===== config.mk =====
export PLATFORM = sky130hd
export DESIGN_NAME = throughput_core_allocator
export DESIGN_NICKNAME = d
export VERILOG_FILES = /design/src/hw/rtl/thr_pkg.sv /design/src/hw/rtl/thr_front.sv /design/src/hw/rtl/thr_queue.sv /design/src/hw/rtl/thr_div.sv /design/src/hw/rtl/thr_back.sv /design/src/hw/rtl/throughput_core_allocator.sv
export VERILOG_INCLUDE_DIRS = /design/src /design/src/hw/rtl
export SDC_FILE = /design/constraint.sdc
export NUM_CORES = 1
export LEC_CHECK = 0
export ABC_AREA = 1
export BUFFER_PORTS_ARGS = -buffer_cell sky130_fd_sc_hd__buf_2
export CAP_MARGIN = 20
export CORE_ASPECT_RATIO = 1.75
export CORE_MARGIN = 1
export CORE_UTILIZATION = 59
export CTS_BUF_LIST = sky130_fd_sc_hd__clkbuf_4
export DETAILED_ROUTE_END_ITERATION = 8
export GPL_ROUTABILITY_DRIVEN = 0
export PLACE_DENSITY = 0.8
export SLEW_MARGIN = 20
export SYNTH_ARGS = -nofsm -noshare
export SYNTH_HDL_FRONTEND = slang
export SYNTH_SLANG_ARGS = --single-unit

===== constraint.sdc =====
create_clock -name clk -period 8.82 [get_ports clk]
set_input_delay 0.882 -clock clk [delete_from_list [all_inputs] [get_ports clk]]
set_output_delay 0.882 -clock clk [all_outputs]
set_load 0.1 [all_outputs]

===== src/hw/rtl/throughput_core_allocator_defines.svh =====
// ------------------------------------------------------------------------
// Throughput core allocator: assertion macros
// Shared concurrent assertion forms for the allocator's RTL modules.
// ------------------------------------------------------------------------
`ifndef THROUGHPUT_CORE_ALLOCATOR_DEFINES_SVH
`define THROUGHPUT_CORE_ALLOCATOR_DEFINES_SVH

// Checked on every rising edge outside of reset.
`define THR_ASSERT(lbl, prop, msg) \
    lbl: assert property (@(posedge clk) disable iff (!rst_n) prop) \
        else $error(msg);

// Checked on every rising edge, including edges while reset is held.
`define THR_ASSERT_RST(lbl, prop, msg) \
    lbl: assert property (@(posedge clk) prop) else $error(msg);

`endif


===== src/hw/rtl/thr_pkg.sv =====
// ------------------------------------------------------------------------
// Throughput core allocator package
// Field widths, register codes, reset values and shared types.
// ------------------------------------------------------------------------
`default_nettype none

package thr_pkg;

    // Field widths of the stream and configuration payloads.
    localparam int SCALE_W    = 16;
    localparam int TOL_W      = 16;
    localparam int CORES_W    = 13;
    localparam int IDX_W      = 6;
    localparam int CNT_W      = 7;
    localparam int CFG_IDX_W  = 2;
    localparam int CFG_DATA_W = 16;
    localparam int S_TDATA_W  = 16;
    localparam int M_TDATA_W  = 24;

    // Step counter width of the serial divider.
    localparam int DIV_STEP_W = $clog2(CORES_W + 1);

    // Register reset values.
    localparam logic [CORES_W-1:0] TOTAL_CORES_RST = 13'd16;
    localparam logic [TOL_W-1:0]   TIE_TOL_RST     = 16'd4;

    // Configuration register indexes.
    typedef enum logic [CFG_IDX_W-1:0] {
        CFG_TOTAL_CORES = 2'd0,
        CFG_TIE_TOL     = 2'd1
    } cfg_index_t;

    // Back-end walk states.
    typedef enum logic [1:0] {
        ST_IDLE = 2'd0,
        ST_WALK = 2'd1,
        ST_DIV  = 2'd2
    } back_state_t;

    // Round summary handed from the front end to the back end.
    typedef struct packed {
        logic [CNT_W-1:0] proc_cnt;
        logic [CNT_W-1:0] best_cnt;
    } round_info_t;

endpackage

`default_nettype wire


===== src/hw/rtl/thr_front.sv =====
// ------------------------------------------------------------------------
// Throughput core allocator front end
// Accepts scaling factors, tracks the running maximum and best-process mask,
// and pushes a round summary into the queue on the closing request.
// ------------------------------------------------------------------------
`default_nettype none

module thr_front
    import thr_pkg::*;
#(
    parameter int MAX_PROCESSES = 64
)
(
    input  wire logic                     clk,
    input  wire logic                     rst_n,
    input  wire logic                     s_tvalid,
    output logic                          s_tready,
    input  wire logic [SCALE_W-1:0]       s_tdata,    // [15:0] scaling
    input  wire logic                     s_tlast,
    input  wire logic [TOL_W-1:0]         tie_tolerance,
    output logic                          q_valid,
    input  wire logic                     q_ready,
    output logic [MAX_PROCESSES-1:0]      q_mask,
    output round_info_t                   q_info
);

    logic [SCALE_W-1:0]       max_reg,  max_next;
    logic [MAX_PROCESSES-1:0] mask_reg, mask_next;
    logic [CNT_W-1:0]         cnt_reg,  cnt_next;
    logic [CNT_W-1:0]         best_reg, best_next;

    logic                     accept;
    logic                     first_item;
    logic                     greater;
    logic                     tie;
    logic                     closing;
    logic [SCALE_W-1:0]       diff;
    logic [MAX_PROCESSES-1:0] bit_sel;

    // A request is taken whenever the queue can hold a round summary.
    assign s_tready = q_ready;
    assign accept   = s_tvalid && q_ready;

    // Classify the incoming scaling factor against the running maximum.
    assign first_item = (cnt_reg == '0);
    assign greater    = (s_tdata > max_reg);
    assign diff       = max_reg - s_tdata;
    assign tie        = !greater && (diff <= tie_tolerance);

    // Mask bit of the current process.
    always_comb
    begin
        for (int j = 0; j < MAX_PROCESSES; j++)
        begin
            bit_sel[j] = (cnt_reg == CNT_W'(j));
        end
    end

    // Next maximum, mask and counts.
    always_comb
    begin
        max_next  = max_reg;
        mask_next = mask_reg;
        best_next = best_reg;
        if (first_item || greater)
        begin
            max_next  = s_tdata;
            mask_next = bit_sel;
            best_next = CNT_W'(1);
        end
        else if (tie)
        begin
            mask_next = mask_reg | bit_sel;
            best_next = best_reg + CNT_W'(1);
        end
        cnt_next = cnt_reg + CNT_W'(1);
    end

    // A round closes on the last flag or when the table is full.
    assign closing = s_tlast || (cnt_next == CNT_W'(MAX_PROCESSES));

    assign q_valid         = accept && closing;
    assign q_mask          = mask_next;
    assign q_info.proc_cnt = cnt_next;
    assign q_info.best_cnt = best_next;

    // Round state registers; cleared once the summary is queued.
    always_ff @(posedge clk or negedge rst_n)
    begin
        if (!rst_n)
        begin
            max_reg  <= '0;
            mask_reg <= '0;
            cnt_reg  <= '0;
            best_reg <= '0;
        end
        else if (accept)
        begin
            if (closing)
            begin
                max_reg  <= '0;
                mask_reg <= '0;
                cnt_reg  <= '0;
                best_reg <= '0;
            end
            else
            begin
                max_reg  <= max_next;
                mask_reg <= mask_next;
                cnt_reg  <= cnt_next;
                best_reg <= best_next;
            end
        end
    end

endmodule

`default_nettype wire


===== src/hw/rtl/thr_queue.sv =====
// ------------------------------------------------------------------------
// Throughput core allocator round queue
// Two-entry queue of round summaries between the front and back ends.
// ------------------------------------------------------------------------
`default_nettype none

module thr_queue #(
    parameter int DATA_W = 78
)
(
    input  wire logic              clk,
    input  wire logic              rst_n,
    input  wire logic              in_valid,
    output logic                   in_ready,
    input  wire logic [DATA_W-1:0] in_data,
    output logic                   out_valid,
    input  wire logic              out_ready,
    output logic [DATA_W-1:0]      out_data
);

    logic [DATA_W-1:0] mem_reg [2];
    logic              wr_ptr_reg;
    logic              rd_ptr_reg;
    logic [1:0]        cnt_reg;
    logic              push;
    logic              pop;

    assign in_ready  = (cnt_reg != 2'd2);
    assign out_valid = (cnt_reg != 2'd0);
    assign push      = in_valid && in_ready;
    assign pop       = out_valid && out_ready;
    assign out_data  = mem_reg[rd_ptr_reg];

    // Storage entries.
    always_ff @(posedge clk)
    begin
        if (push)
        begin
            mem_reg[wr_ptr_reg] <= in_data;
        end
    end

    // Pointers and fill count.
    always_ff @(posedge clk or negedge rst_n)
    begin
        if (!rst_n)
        begin
            wr_ptr_reg <= 1'b0;
            rd_ptr_reg <= 1'b0;
            cnt_reg    <= 2'd0;
        end
        else
        begin
            if (push)
            begin
                wr_ptr_reg <= !wr_ptr_reg;
            end
            if (pop)
            begin
                rd_ptr_reg <= !rd_ptr_reg;
            end
            if (push && !pop)
            begin
                cnt_reg <= cnt_reg + 2'd1;
            end
            else if (pop && !push)
            begin
                cnt_reg <= cnt_reg - 2'd1;
            end
        end
    end

endmodule

`default_nettype wire


===== src/hw/rtl/thr_div.sv =====
// ------------------------------------------------------------------------
// Throughput core allocator divider
// Restoring serial divider, one quotient bit per cycle.
// ------------------------------------------------------------------------
`default_nettype none

module thr_div
    import thr_pkg::*;
(
    input  wire logic               clk,
    input  wire logic               rst_n,
    input  wire logic               start,
    input  wire logic [CORES_W-1:0] dividend,
    input  wire logic [CNT_W-1:0]   divisor,
    output logic                    busy,
    output logic [CORES_W-1:0]      quotient
);

    logic                  busy_reg;
    logic [DIV_STEP_W-1:0] step_reg;
    logic [CNT_W-1:0]      div_reg;
    logic [CNT_W-1:0]      rem_reg,  rem_next;
    logic [CORES_W-1:0]    quo_reg,  quo_next;
    logic [CNT_W:0]        trial;
    logic [CNT_W:0]        trial_sub;
    logic                  fits;

    // One restoring step: shift in the next dividend bit and try to subtract.
    assign trial     = {rem_reg, quo_reg[CORES_W-1]};
    assign trial_sub = trial - {1'b0, div_reg};
    assign fits      = (trial >= {1'b0, div_reg});

    always_comb
    begin
        rem_next = fits ? trial_sub[CNT_W-1:0] : trial[CNT_W-1:0];
        quo_next = {quo_reg[CORES_W-2:0], fits};
    end

    assign busy     = busy_reg;
    assign quotient = quo_reg;

    // Control: step count and busy flag.
    always_ff @(posedge clk or negedge rst_n)
    begin
        if (!rst_n)
        begin
            busy_reg <= 1'b0;
            step_reg <= '0;
        end
        else if (start)
        begin
            busy_reg <= 1'b1;
            step_reg <= '0;
        end
        else if (busy_reg)
        begin
            step_reg <= step_reg + DIV_STEP_W'(1);
            if (step_reg == DIV_STEP_W'(CORES_W - 1))
            begin
                busy_reg <= 1'b0;
            end
        end
    end

    // Datapath: remainder and dividend/quotient shift register.
    always_ff @(posedge clk)
    begin
        if (start)
        begin
            div_reg <= divisor;
            rem_reg <= '0;
            quo_reg <= dividend;
        end
        else if (busy_reg)
        begin
            rem_reg <= rem_next;
            quo_reg <= quo_next;
        end
    end

endmodule

`default_nettype wire


===== src/hw/rtl/thr_back.sv =====
// ------------------------------------------------------------------------
// Throughput core allocator back end
// Walks a queued round in process order and emits one allocation per
// process through an output register.
// ------------------------------------------------------------------------
`default_nettype none

module thr_back
    import thr_pkg::*;
#(
    parameter int MAX_PROCESSES = 64
)
(
    input  wire logic                     clk,
    input  wire logic                     rst_n,
    input  wire logic [CORES_W-1:0]       total_cores,
    input  wire logic                     q_valid,
    output logic                          q_ready,
    input  wire logic [MAX_PROCESSES-1:0] q_mask,
    input  wire round_info_t              q_info,
    output logic                          m_tvalid,
    input  wire logic                     m_tready,
    output logic [M_TDATA_W-1:0]          m_tdata,    // [5:0] process_index,
                                                      // [18:6] alloc_cores
    output logic                          m_tlast
);

    back_state_t              state_reg, state_next;
    logic [MAX_PROCESSES-1:0] mask_reg,  mask_next;
    logic [CNT_W-1:0]         idx_reg,   idx_next;
    logic [CNT_W-1:0]         n_reg,     n_next;
    logic [CNT_W-1:0]         left_reg,  left_next;
    logic [CORES_W-1:0]       cores_reg, cores_next;

    logic                     out_valid_reg, out_valid_next;
    logic [IDX_W-1:0]         out_idx_reg;
    logic [CORES_W-1:0]       out_alloc_reg;
    logic                     out_last_reg;

    logic                     out_load;
    logic [CORES_W-1:0]       out_alloc_val;
    logic                     out_free;
    logic                     is_last;
    logic [CNT_W-1:0]         non_best;
    logic [CORES_W-1:0]       non_best_ext;
    logic [CORES_W-1:0]       spare_cores;
    logic                     div_start;
    logic                     div_busy;
    logic [CORES_W-1:0]       div_quo;
    logic [CORES_W-1:0]       share;

    // Cores left for the best processes, clamped at zero.
    assign non_best     = q_info.proc_cnt - q_info.best_cnt;
    assign non_best_ext = CORES_W'(non_best);
    assign spare_cores  = (total_cores > non_best_ext) ? (total_cores - non_best_ext) : '0;

    assign out_free = !out_valid_reg || m_tready;
    assign is_last  = ((idx_reg + CNT_W'(1)) == n_reg);
    assign share    = (left_reg == '0) ? '0 : div_quo;

    thr_div u_div (
        .clk      (clk),
        .rst_n    (rst_n),
        .start    (div_start),
        .dividend (cores_reg),
        .divisor  (left_reg),
        .busy     (div_busy),
        .quotient (div_quo)
    );

    // Walk sequencer: next state and outputs.
    always_comb
    begin
        state_next    = state_reg;
        mask_next     = mask_reg;
        idx_next      = idx_reg;
        n_next        = n_reg;
        left_next     = left_reg;
        cores_next    = cores_reg;
        q_ready       = 1'b0;
        div_start     = 1'b0;
        out_load      = 1'b0;
        out_alloc_val = '0;
        case (state_reg)
            ST_IDLE:
            begin
                q_ready = 1'b1;
                if (q_valid)
                begin
                    mask_next  = q_mask;
                    n_next     = q_info.proc_cnt;
                    left_next  = q_info.best_cnt;
                    cores_next = spare_cores;
                    idx_next   = '0;
                    state_next = ST_WALK;
                end
            end
            ST_WALK:
            begin
                if (mask_reg[0])
                begin
                    div_start  = 1'b1;
                    state_next = ST_DIV;
                end
                else if (out_free)
                begin
                    // A non-best process always gets a single core.
                    out_load      = 1'b1;
                    out_alloc_val = CORES_W'(1);
                    mask_next     = mask_reg >> 1;
                    idx_next      = idx_reg + CNT_W'(1);
                    state_next    = is_last ? ST_IDLE : ST_WALK;
                end
            end
            ST_DIV:
            begin
                if (!div_busy && out_free)
                begin
                    out_load      = 1'b1;
                    out_alloc_val = share;
                    cores_next    = cores_reg - share;
                    left_next     = left_reg - CNT_W'(1);
                    mask_next     = mask_reg >> 1;
                    idx_next      = idx_reg + CNT_W'(1);
                    state_next    = is_last ? ST_IDLE : ST_WALK;
                end
            end
            default:
            begin
                state_next = ST_IDLE;
            end
        endcase
    end

    // Output register valid flag.
    always_comb
    begin
        out_valid_next = out_valid_reg;
        if (out_load)
        begin
            out_valid_next = 1'b1;
        end
        else if (m_tready)
        begin
            out_valid_next = 1'b0;
        end
    end

    // Control registers.
    always_ff @(posedge clk or negedge rst_n)
    begin
        if (!rst_n)
        begin
            state_reg     <= ST_IDLE;
            out_valid_reg <= 1'b0;
        end
        else
        begin
            state_reg     <= state_next;
            out_valid_reg <= out_valid_next;
        end
    end

    // Walk datapath and output payload.
    always_ff @(posedge clk)
    begin
        mask_reg  <= mask_next;
        idx_reg   <= idx_next;
        n_reg     <= n_next;
        left_reg  <= left_next;
        cores_reg <= cores_next;
        if (out_load)
        begin
            out_idx_reg   <= idx_reg[IDX_W-1:0];
            out_alloc_reg <= out_alloc_val;
            out_last_reg  <= is_last;
        end
    end

    assign m_tvalid = out_valid_reg;
    assign m_tdata  = {(M_TDATA_W - CORES_W - IDX_W)'(0), out_alloc_reg, out_idx_reg};
    assign m_tlast  = out_last_reg;

    // Checks.
`include "throughput_core_allocator_defines.svh"

    `THR_ASSERT_RST(a_reset_idle, !rst_n |=> (state_reg == ST_IDLE && !out_valid_reg), "back end not idle in reset")
    `THR_ASSERT(a_div_share, (state_reg == ST_DIV) |-> (left_reg != '0), "division with no best process left")
    `THR_ASSERT(a_div_owner, div_busy |-> (state_reg == ST_DIV), "divider running outside divide state")
    `THR_ASSERT(a_last_ends, (out_load && is_last) |=> (state_reg == ST_IDLE), "walk continued past last process")
    `THR_ASSERT(a_cores_down, (state_reg != ST_IDLE && $past(state_reg) != ST_IDLE) |-> (cores_reg <= $past(cores_reg)), "remaining cores grew during a walk")

endmodule

`default_nettype wire


===== src/hw/rtl/throughput_core_allocator.sv =====
// ------------------------------------------------------------------------
// Throughput core allocator
// Usage:
//   s_* channel: one request per process, tdata[15:0] is its scaling factor
//   (unsigned Q4.12), tlast marks the final process of a round. A round also
//   closes on its MAX_PROCESSES-th request.
//   m_* channel: after a round closes, one result per process in index order:
//   tdata[5:0] process index, tdata[18:6] granted cores, tlast on the last.
//   cfg_* channel: index 0 writes total_cores, index 1 writes tie_tolerance;
//   always ready, write only while the block is idle.
//   Loading takes one request per cycle while the round queue has room. The
//   closing request is pushed into the round queue, the back end takes the
//   round and walks it, and each result passes through the output register.
//   A best process waits for the serial divider in the back end; a non-best one does not.
//   A two-entry round queue lets the next round load while one is emitted;
//   s_tready drops only when both entries are taken.
//   Reset clears all round state and restores total_cores = 16 and
//   tie_tolerance = 4. When m_tready is low the output register holds its
//   result and the walk waits.
// ------------------------------------------------------------------------
`default_nettype none

module throughput_core_allocator
    import thr_pkg::*;
#(
    parameter int MAX_PROCESSES = 64
)
(
    input  wire logic                  clk,
    input  wire logic                  rst_n,
    input  wire logic                  s_tvalid,
    output logic                       s_tready,
    input  wire logic [S_TDATA_W-1:0]  s_tdata,    // [15:0] scaling
    input  wire logic                  s_tlast,    // last_process
    output logic                       m_tvalid,
    input  wire logic                  m_tready,
    output logic [M_TDATA_W-1:0]       m_tdata,    // [5:0] process_index,
                                                   // [18:6] alloc_cores
    output logic                       m_tlast,    // last_alloc
    input  wire logic                  cfg_valid,
    output logic                       cfg_ready,
    input  wire logic [CFG_IDX_W-1:0]  cfg_index,
    input  wire logic [CFG_DATA_W-1:0] cfg_data
);

    localparam int Q_W = MAX_PROCESSES + $bits(round_info_t);

    logic [CORES_W-1:0]       total_cores_reg;
    logic [TOL_W-1:0]         tie_tol_reg;

    logic                     fq_valid;
    logic                     fq_ready;
    logic [MAX_PROCESSES-1:0] fq_mask;
    round_info_t              fq_info;
    logic                     qb_valid;
    logic                     qb_ready;
    logic [Q_W-1:0]           qb_data;
    logic [MAX_PROCESSES-1:0] qb_mask;
    round_info_t              qb_info;

    // Configuration registers.
    assign cfg_ready = 1'b1;

    always_ff @(posedge clk or negedge rst_n)
    begin
        if (!rst_n)
        begin
            total_cores_reg <= TOTAL_CORES_RST;
            tie_tol_reg     <= TIE_TOL_RST;
        end
        else if (cfg_valid)
        begin
            case (cfg_index_t'(cfg_index))
                CFG_TOTAL_CORES: total_cores_reg <= cfg_data[CORES_W-1:0];
                CFG_TIE_TOL:     tie_tol_reg     <= cfg_data[TOL_W-1:0];
                default:         ;
            endcase
        end
    end

    // Front end: load and classify processes.
    thr_front #(
        .MAX_PROCESSES (MAX_PROCESSES)
    ) u_front (
        .clk           (clk),
        .rst_n         (rst_n),
        .s_tvalid      (s_tvalid),
        .s_tready      (s_tready),
        .s_tdata       (s_tdata),
        .s_tlast       (s_tlast),
        .tie_tolerance (tie_tol_reg),
        .q_valid       (fq_valid),
        .q_ready       (fq_ready),
        .q_mask        (fq_mask),
        .q_info        (fq_info)
    );

    // Round queue between the two ends.
    thr_queue #(
        .DATA_W (Q_W)
    ) u_queue (
        .clk       (clk),
        .rst_n     (rst_n),
        .in_valid  (fq_valid),
        .in_ready  (fq_ready),
        .in_data   ({fq_mask, fq_info}),
        .out_valid (qb_valid),
        .out_ready (qb_ready),
        .out_data  (qb_data)
    );

    assign qb_mask = qb_data[Q_W-1:$bits(round_info_t)];
    assign qb_info = qb_data[$bits(round_info_t)-1:0];

    // Back end: walk and emit allocations.
    thr_back #(
        .MAX_PROCESSES (MAX_PROCESSES)
    ) u_back (
        .clk         (clk),
        .rst_n       (rst_n),
        .total_cores (total_cores_reg),
        .q_valid     (qb_valid),
        .q_ready     (qb_ready),
        .q_mask      (qb_mask),
        .q_info      (qb_info),
        .m_tvalid    (m_tvalid),
        .m_tready    (m_tready),
        .m_tdata     (m_tdata),
        .m_tlast     (m_tlast)
    );

endmodule

`default_nettype wire


**Word level (Yosys, flattened, before mapping)**

Memories as Yosys holds them, arrays and structs flattened.
Index checks and enable logic that the tools add are counted.

- Register bits: 280
- RAM bits: 156
- Bits of input ports: 40
- Output and inout port bits: 28
- Word-level logic and storage cells: 213
- Memories kept: 1

Memories:

| memory | depth | width | read ports | clocked after memory_dff | wr ports | line | source |
|---|---|---|---|---|---|---|---|
| u_queue.mem_reg | 2 | 78 | 1 | 0 | 1 | thr_queue.sv:21 | `logic [DATA_W-1:0] mem_reg [2];` |

- Add/subtract/negate cells: 12
- Magnitude comparators: 4
- Equal/unequal tests: 75
- Multiplexer cells: 58
- Bitwise logic cells: 1
- Reduce and logical (&&, ||, !) cells: 37

Operators by type and width:

| operator | number |
|---|---|
| $mux 64 | 7 |
| $eq 7x6->1 const B | 32 |
| $pmux 64 s3 | 1 |
| $eq 7x5->1 const B | 16 |
| $mux 13 | 8 |
| $mux 7 | 11 |
| $or 64x64->64 | 1 |
| $eq 7x4->1 const B | 8 |
| $pmux 13 s2 | 2 |
| $mux 16 | 2 |
| $eq 7x3->1 const B | 4 |
| $add 7x1->7 const B | 3 |
| $pmux 7 s3 | 1 |
| $gt 16x16->1 | 1 |
| $le 16x16->1 | 1 |
| $sub 16x16->16 | 1 |
| $mux 1 | 15 |
| $eq 7x2->1 const B | 2 |
| $logic_not 7->1 | 2 |
| $pmux 7 s2 | 1 |
| $sub 7x7->7 | 2 |
| $gt 13x7->1 | 1 |
| $sub 13x13->13 | 1 |
| $sub 13x7->13 | 1 |
| other kinds (27) | 63 |

**Depth between registers and ports, before layout**

- Depth after elaboration: 9
- Depth in mapped cells: 23
- Mapped depth without buffers: 22

**By module**

From an unflattened synthesis, not the netlist that was laid out.

- Cell total of the unflattened synthesis: 2471
- Area, all modules: 22165.0 sq um

By module, submodules not included:

| module | times used | cells an instance | area an instance (sq um) |
|---|---|---|---|
| thr_back | 1 | 805 | 7010.5 |
| thr_front | 1 | 897 | 6314.8 |
| thr_queue | 1 | 436 | 5891.9 |
| thr_div | 1 | 202 | 1729.2 |
| throughput_core_allocator | 1 | 131 | 1218.7 |

**Worst setup path before layout**

OpenSTA, ideal clock, no wires.

- Path type: flip-flop to flip-flop
- From: register u_back.out_valid_reg (netlist: u_back.m_tvalid)
- To: register u_back.idx_reg[0] (enable)
- Arrival time: 6.663 ns
- Setup slack: 1.554 ns
- Cell stages (with the launch flop): 10
- Buffers on the path: 0
- Path through: dfrtp_1 > inv_1 > nor2_1 > nor2_1 > nor2_1 > a31oi_1 > inv_1 > nor2_1 > inv_1 > a211oi_1

- Word-level cells in the longest chain between the ends: 5
- Elaborated cells on any way between the ends: 6
- Classes of those cells: eq/ne (2); reduce/logical (4)

Ends and longest elaborated chain:

| item | line | source |
|---|---|---|
| start, declared | thr_back.sv:35 | `logic out_valid_reg, out_valid_next;` |
| start signal, assigned | thr_back.sv:160 | `out_valid_reg <= out_valid_next;` |
| $logic_not 1->1 (*) | thr_back.sv:57 | `assign out_free = !out_valid_reg \|\| m_tready;` |
| $logic_or 1x1->1 (*) | thr_back.sv:57 |  |
| $logic_and 1x1->1 | thr_back.sv:117 | `if (!div_busy && out_free)` |
| $ne 2x1->1 (no source line) | -- |  |
| $reduce_and 5->1 (no source line) (*) | -- |  |
| end signal, assigned | thr_back.sv:168 | `idx_reg <= idx_next;` |
| end, declared | thr_back.sv:30 | `logic [CNT_W-1:0] idx_reg, idx_next;` |

Every way passes the cells marked *; elsewhere a longest branch is shown, timed or not.
A chain may end at the register's enable or synchronous reset.

**Worst setup path in the final report**

- From: register u_queue.rd_ptr_reg
- To: register u_back.cores_reg[12], data pin

- Word-level cells in the longest chain between the ends: 6
- Elaborated cells on any way between the ends: 7
- Classes of those cells: add/sub (2); order compare (1); mux (3); memory (1)

Ends and longest elaborated chain:

| item | line | source |
|---|---|---|
| start, declared | thr_queue.sv:23 | `logic rd_ptr_reg;` |
| start signal, assigned | thr_queue.sv:60 | `rd_ptr_reg <= !rd_ptr_reg;` |
| $mem_v2 2x78 (*) | -- |  |
| via qb_data[8] | throughput_core_allocator.sv:57 | `logic [Q_W-1:0] qb_data;` |
| $sub 7x7->7 (*) | thr_back.sv:53 | `assign non_best = q_info.proc_cnt - q_info.best_cnt;` |
| $sub 13x7->13 / $gt 13x7->1 (equally long branches) | thr_back.sv:55 | `assign spare_cores = (total_cores > non_best_ext) ? (total_cores - non_best_ext) : '0;` |
| $mux 13 (*) | thr_back.sv:55 |  |
| $mux 13 (*) | thr_back.sv:88 | `if (q_valid)` |
| $pmux 13 s2 (*) | thr_back.sv:84 | `case (state_reg)` |
| via u_back.cores_next[12] | thr_back.sv:33 | `logic [CORES_W-1:0] cores_reg, cores_next;` |
| end signal, assigned | thr_back.sv:171 | `cores_reg <= cores_next;` |
| end, declared | thr_back.sv:33 |  |

Mark *: on every way through the listed nets, which the timed path passes. The rest lies on a longest branch. The select of a mux whose other input is x is not followed.

==> impl_metrics.json <==
{
  "yosysUniqueCellTypes": 52,
  "place_area_sq_um": 21800,
  "dr.pass1.iters": 6,
  "rows": 91,
  "p_total_uw": 8670,
  "grt_pass1_vias": 16263,
  "stdcell_count": 2872,
  "netlist_area_sq_um": 21200,
  "finalHoldViolations": 0,
  "die_h_microns": 253,
  "path_class": "reg2reg",
  "wl_per_cell_microns": 16.6,
  "cp_slowest_stage_delay_ns": 0.79,
  "netSwitchingFraction_pct": 42.5,
  "cts.sinks": 436,
  "reg2reg_from": "u_queue.rd_ptr_reg",
  "cts_buffer_depth": 3,
  "seq_power_share_pct": 37.7,
  "grt_pass1_wl_microns": 78300,
  "htreeDepth": 3,
  "ys_seq_area_share_pct": 58.2,
  "syn_area_per_cell_sq_um": 9.46,
  "coreArea_sq_um": 35300,
  "cellPowerDensity_nw_per_um2": 375,
  "worst_setup_path_end_kind": "flip-flop",
  "syn_to_final_growth_pct": 8.85,
  "clk_transition_reported_paths_ns": 0.08,
  "dp_hpwl_microns": 29800,
  "netlist_top_cells_area": "edfxtp_1 (42%), dfrtp_1 (16%), nand2_1 (12%), o21ai_0 (4.9%), ha_1 (4.7%)",
  "wirelength_microns": 47700,
  "switchingPower_uw": 3690,
  "combPwrFrac_pct": 43.6,
  "synth_common_cells": "nand2_1 (688), edfxtp_1 (294), o21ai_0 (209)",
  "critPathMostFrequentCell": "nand2_1",
  "synth.top_cell.area_share_pct": 41.6,
  "required_ns": 9.38,
  "async_flop_share_pct": 31.0,
  "worstHoldPathType": "in2async",
  "outcome": "complete, no violations",
  "grt_max_degree": 81,
  "fin_tns_setup_ns": 0,
  "cts-root-buf": "clkbuf_4",
  "grt-ovfl-total": 0,
  "cts_tree": "built",
  "clk-insertion-delay-late_ns": 0.81,
  "max_slew.worst_pin.slew_ns": 1.07,
  "die_area_sq_um": 36700,
  "fmax_ghz": 0.204,
  "slew_headroom_pct": 28.5,
  "finClkSkew_ns": 0.0508,
  "cts_buffers": 94,
  "clockPowerShare_pct": 18.8,
  "drive_gt1_share_pct": 11.4,
  "synthCells": 2243,
  "io_pins": 68,
  "cts_resized": 0,
  "yosysWarnings": 0,
  "p_int_uw": 4980,
  "synth_edf_count": 294,
  "hold_buffers": 0,
  "synthFlopType": "edfxtp_1",
  "via_per_inst": 5.59,
  "fin_crit_sh_pct": 55.5,
  "port_buffers": 61,
  "rrSetupSlack_ns": 3.93,
  "die_w_microns": 145,
  "cp_cell_sequence": "buf_4 -> clkinv_1 -> buf_4 -> nand2_1 -> nand2_1 -> fa_1 -> a21oi_1 -> o21ai_0 -> a21o_1 -> a21oi_1 -> xor2_1 -> ha_1 -> a21oi_1 -> nand2_1 -> inv_1 -> o211ai_1 -> nand3_1 -> inv_1 -> nand3_1 -> nand2_1",
  "finalInstanceArea_sq_um": 23100,
  "ys_seq_elements": 436,
  "fin_nets": 2447,
  "post-route-drc-count": 0,
  "ir_worst_vdd_mv": 0.373,
  "post_cts_buffers": 0,
  "antenna_found_initial": 2,
  "maxCapViolations": 0,
  "rsz0062_at_grt": "no",
  "ant_nets": 0,
  "setup-violations-final": 0,
  "yosysMostFrequentCell": "nand2_1",
  "drt_iter0_markers": 1307,
  "hold_ws_ns": 0.100,
  "reg2reg_to": "u_back.cores_reg[12]",
  "worst-r2r-cell-count": 20,
  "grt_usage_pct": 26.8,
  "cp_max_fo": 80,
  "min_period_ns": 4.89,
  "p_leak_uw": 0.0104,
  "place_inst": 2692,
  "slew_viol_final": 0,
  "crit_path_top_delay_cell": "buf_4",
  "start_kind": "flip-flop",
  "critPathArrivalTime_ns": 5.45,
  "num_vias": 16046,
  "synth_area_leader_cell": "edfxtp_1",
  "initial_core_util_pct": 60.1,
  "largest_reg_flops": 156
}
layer usage:
layer	track usage [%]	up-vias	share of wire (%)
met4	14.5	0	4.4
li1	-	7674	-
met3	4.40	138	5.7
met5	0	-	0
met1	29.2	7639	37
met2	49.7	595	53
cell type report:
class	count	area [sq um]
Sequential cell	436	12400
Clock buffer	145	1090
Timing Repair Buffer	74	433
Clock inverter	33	215
Antenna cell	2	5.00
Inverter	178	671
Multi-Input combinational cell	1539	7740
Fill cell	2790	12200
Tap cell	465	582
logic make-up (layout without fill, tap and decap cells):
family | after synthesis | count (layout) | synth area share [%]
muxes | 7 | 7 | 0.330
adders and majority gates | 84 | 84 | 5.13
other | 2 | 8 | 0.0354
buffers and inverters | 272 | 430 | 5.56
AOI/OAI and AO/OA | 319 | 319 | 8.05
DFF | 436 | 436 | 58.2
xor gates and xnor gates | 55 | 55 | 2.31
and+or+nand+nor | 1068 | 1068 | 20.4
per-stage QoR:
step           utilization [%]  setup slack (ns)
2_1_floorplan                -              1.55
3_3_place_gp              61.6              4.01
3_5_place_dp              61.7              3.93
4_1_cts                   65.4              3.90
5_1_grt                   65.4              3.45
6_report                  65.4              3.93
cell usage in the layout (no fill, tap or decap), types with 59 or more instances in the layout:
cell type | Yosys | final
a21oi_1 | 60 | 59
buf_2 | 7 | 60
clkbuf_4 | 1 | 145
dfrtp_1 | 133 | 132
edfxtp_1 | 294 | 294
ha_1 | 79 | 78
inv_1 | 173 | 173
nand2_1 | 688 | 686
nand3_1 | 122 | 122
nor2_1 | 208 | 206
o21ai_0 | 209 | 209
worst max-delay path by stage:
stage	startpoint	end	slack [ns]	cells past startpoint
finish	u_queue.rd_ptr_reg	u_back.cores_reg[12]	3.93	20
global route	u_queue.rd_ptr_reg	u_back.cores_reg[12]	3.45	20
global placement	u_queue.rd_ptr_reg	u_back.cores_reg[12]	4.01	20
floorplan	m_tready	u_back.idx_reg[0]	1.55	8
detailed placement	u_queue.rd_ptr_reg	u_back.cores_reg[12]	3.93	20
CTS	u_queue.rd_ptr_reg	u_back.cores_reg[12]	3.90	20
critical path, delay by kind of cell, from the launching register on:
kind                     cells  cell delay, ns
adder cells (fa/ha/maj)      2            0.78
AO/OA/AOI/OAI                6            0.91
XOR/XNOR                     1            0.22
buffers and inverters        5            1.54
flip-flops                   1            0.34
AND/OR/NAND/NOR              6            0.83
power by group through the flow:
stage / Sequential, uW / Combinational, uW / Clock (uW)
after floorplan: 3420 / 2680 / 0
final: 3270 / 3780 / 1630
after global placement: 3280 / 3550 / 0
after detailed placement: 3300 / 3730 / 0
after global routing: 3320 / 4220 / 1750
after CTS: 3260 / 3750 / 1660
(Power assumes the default switching activity.)
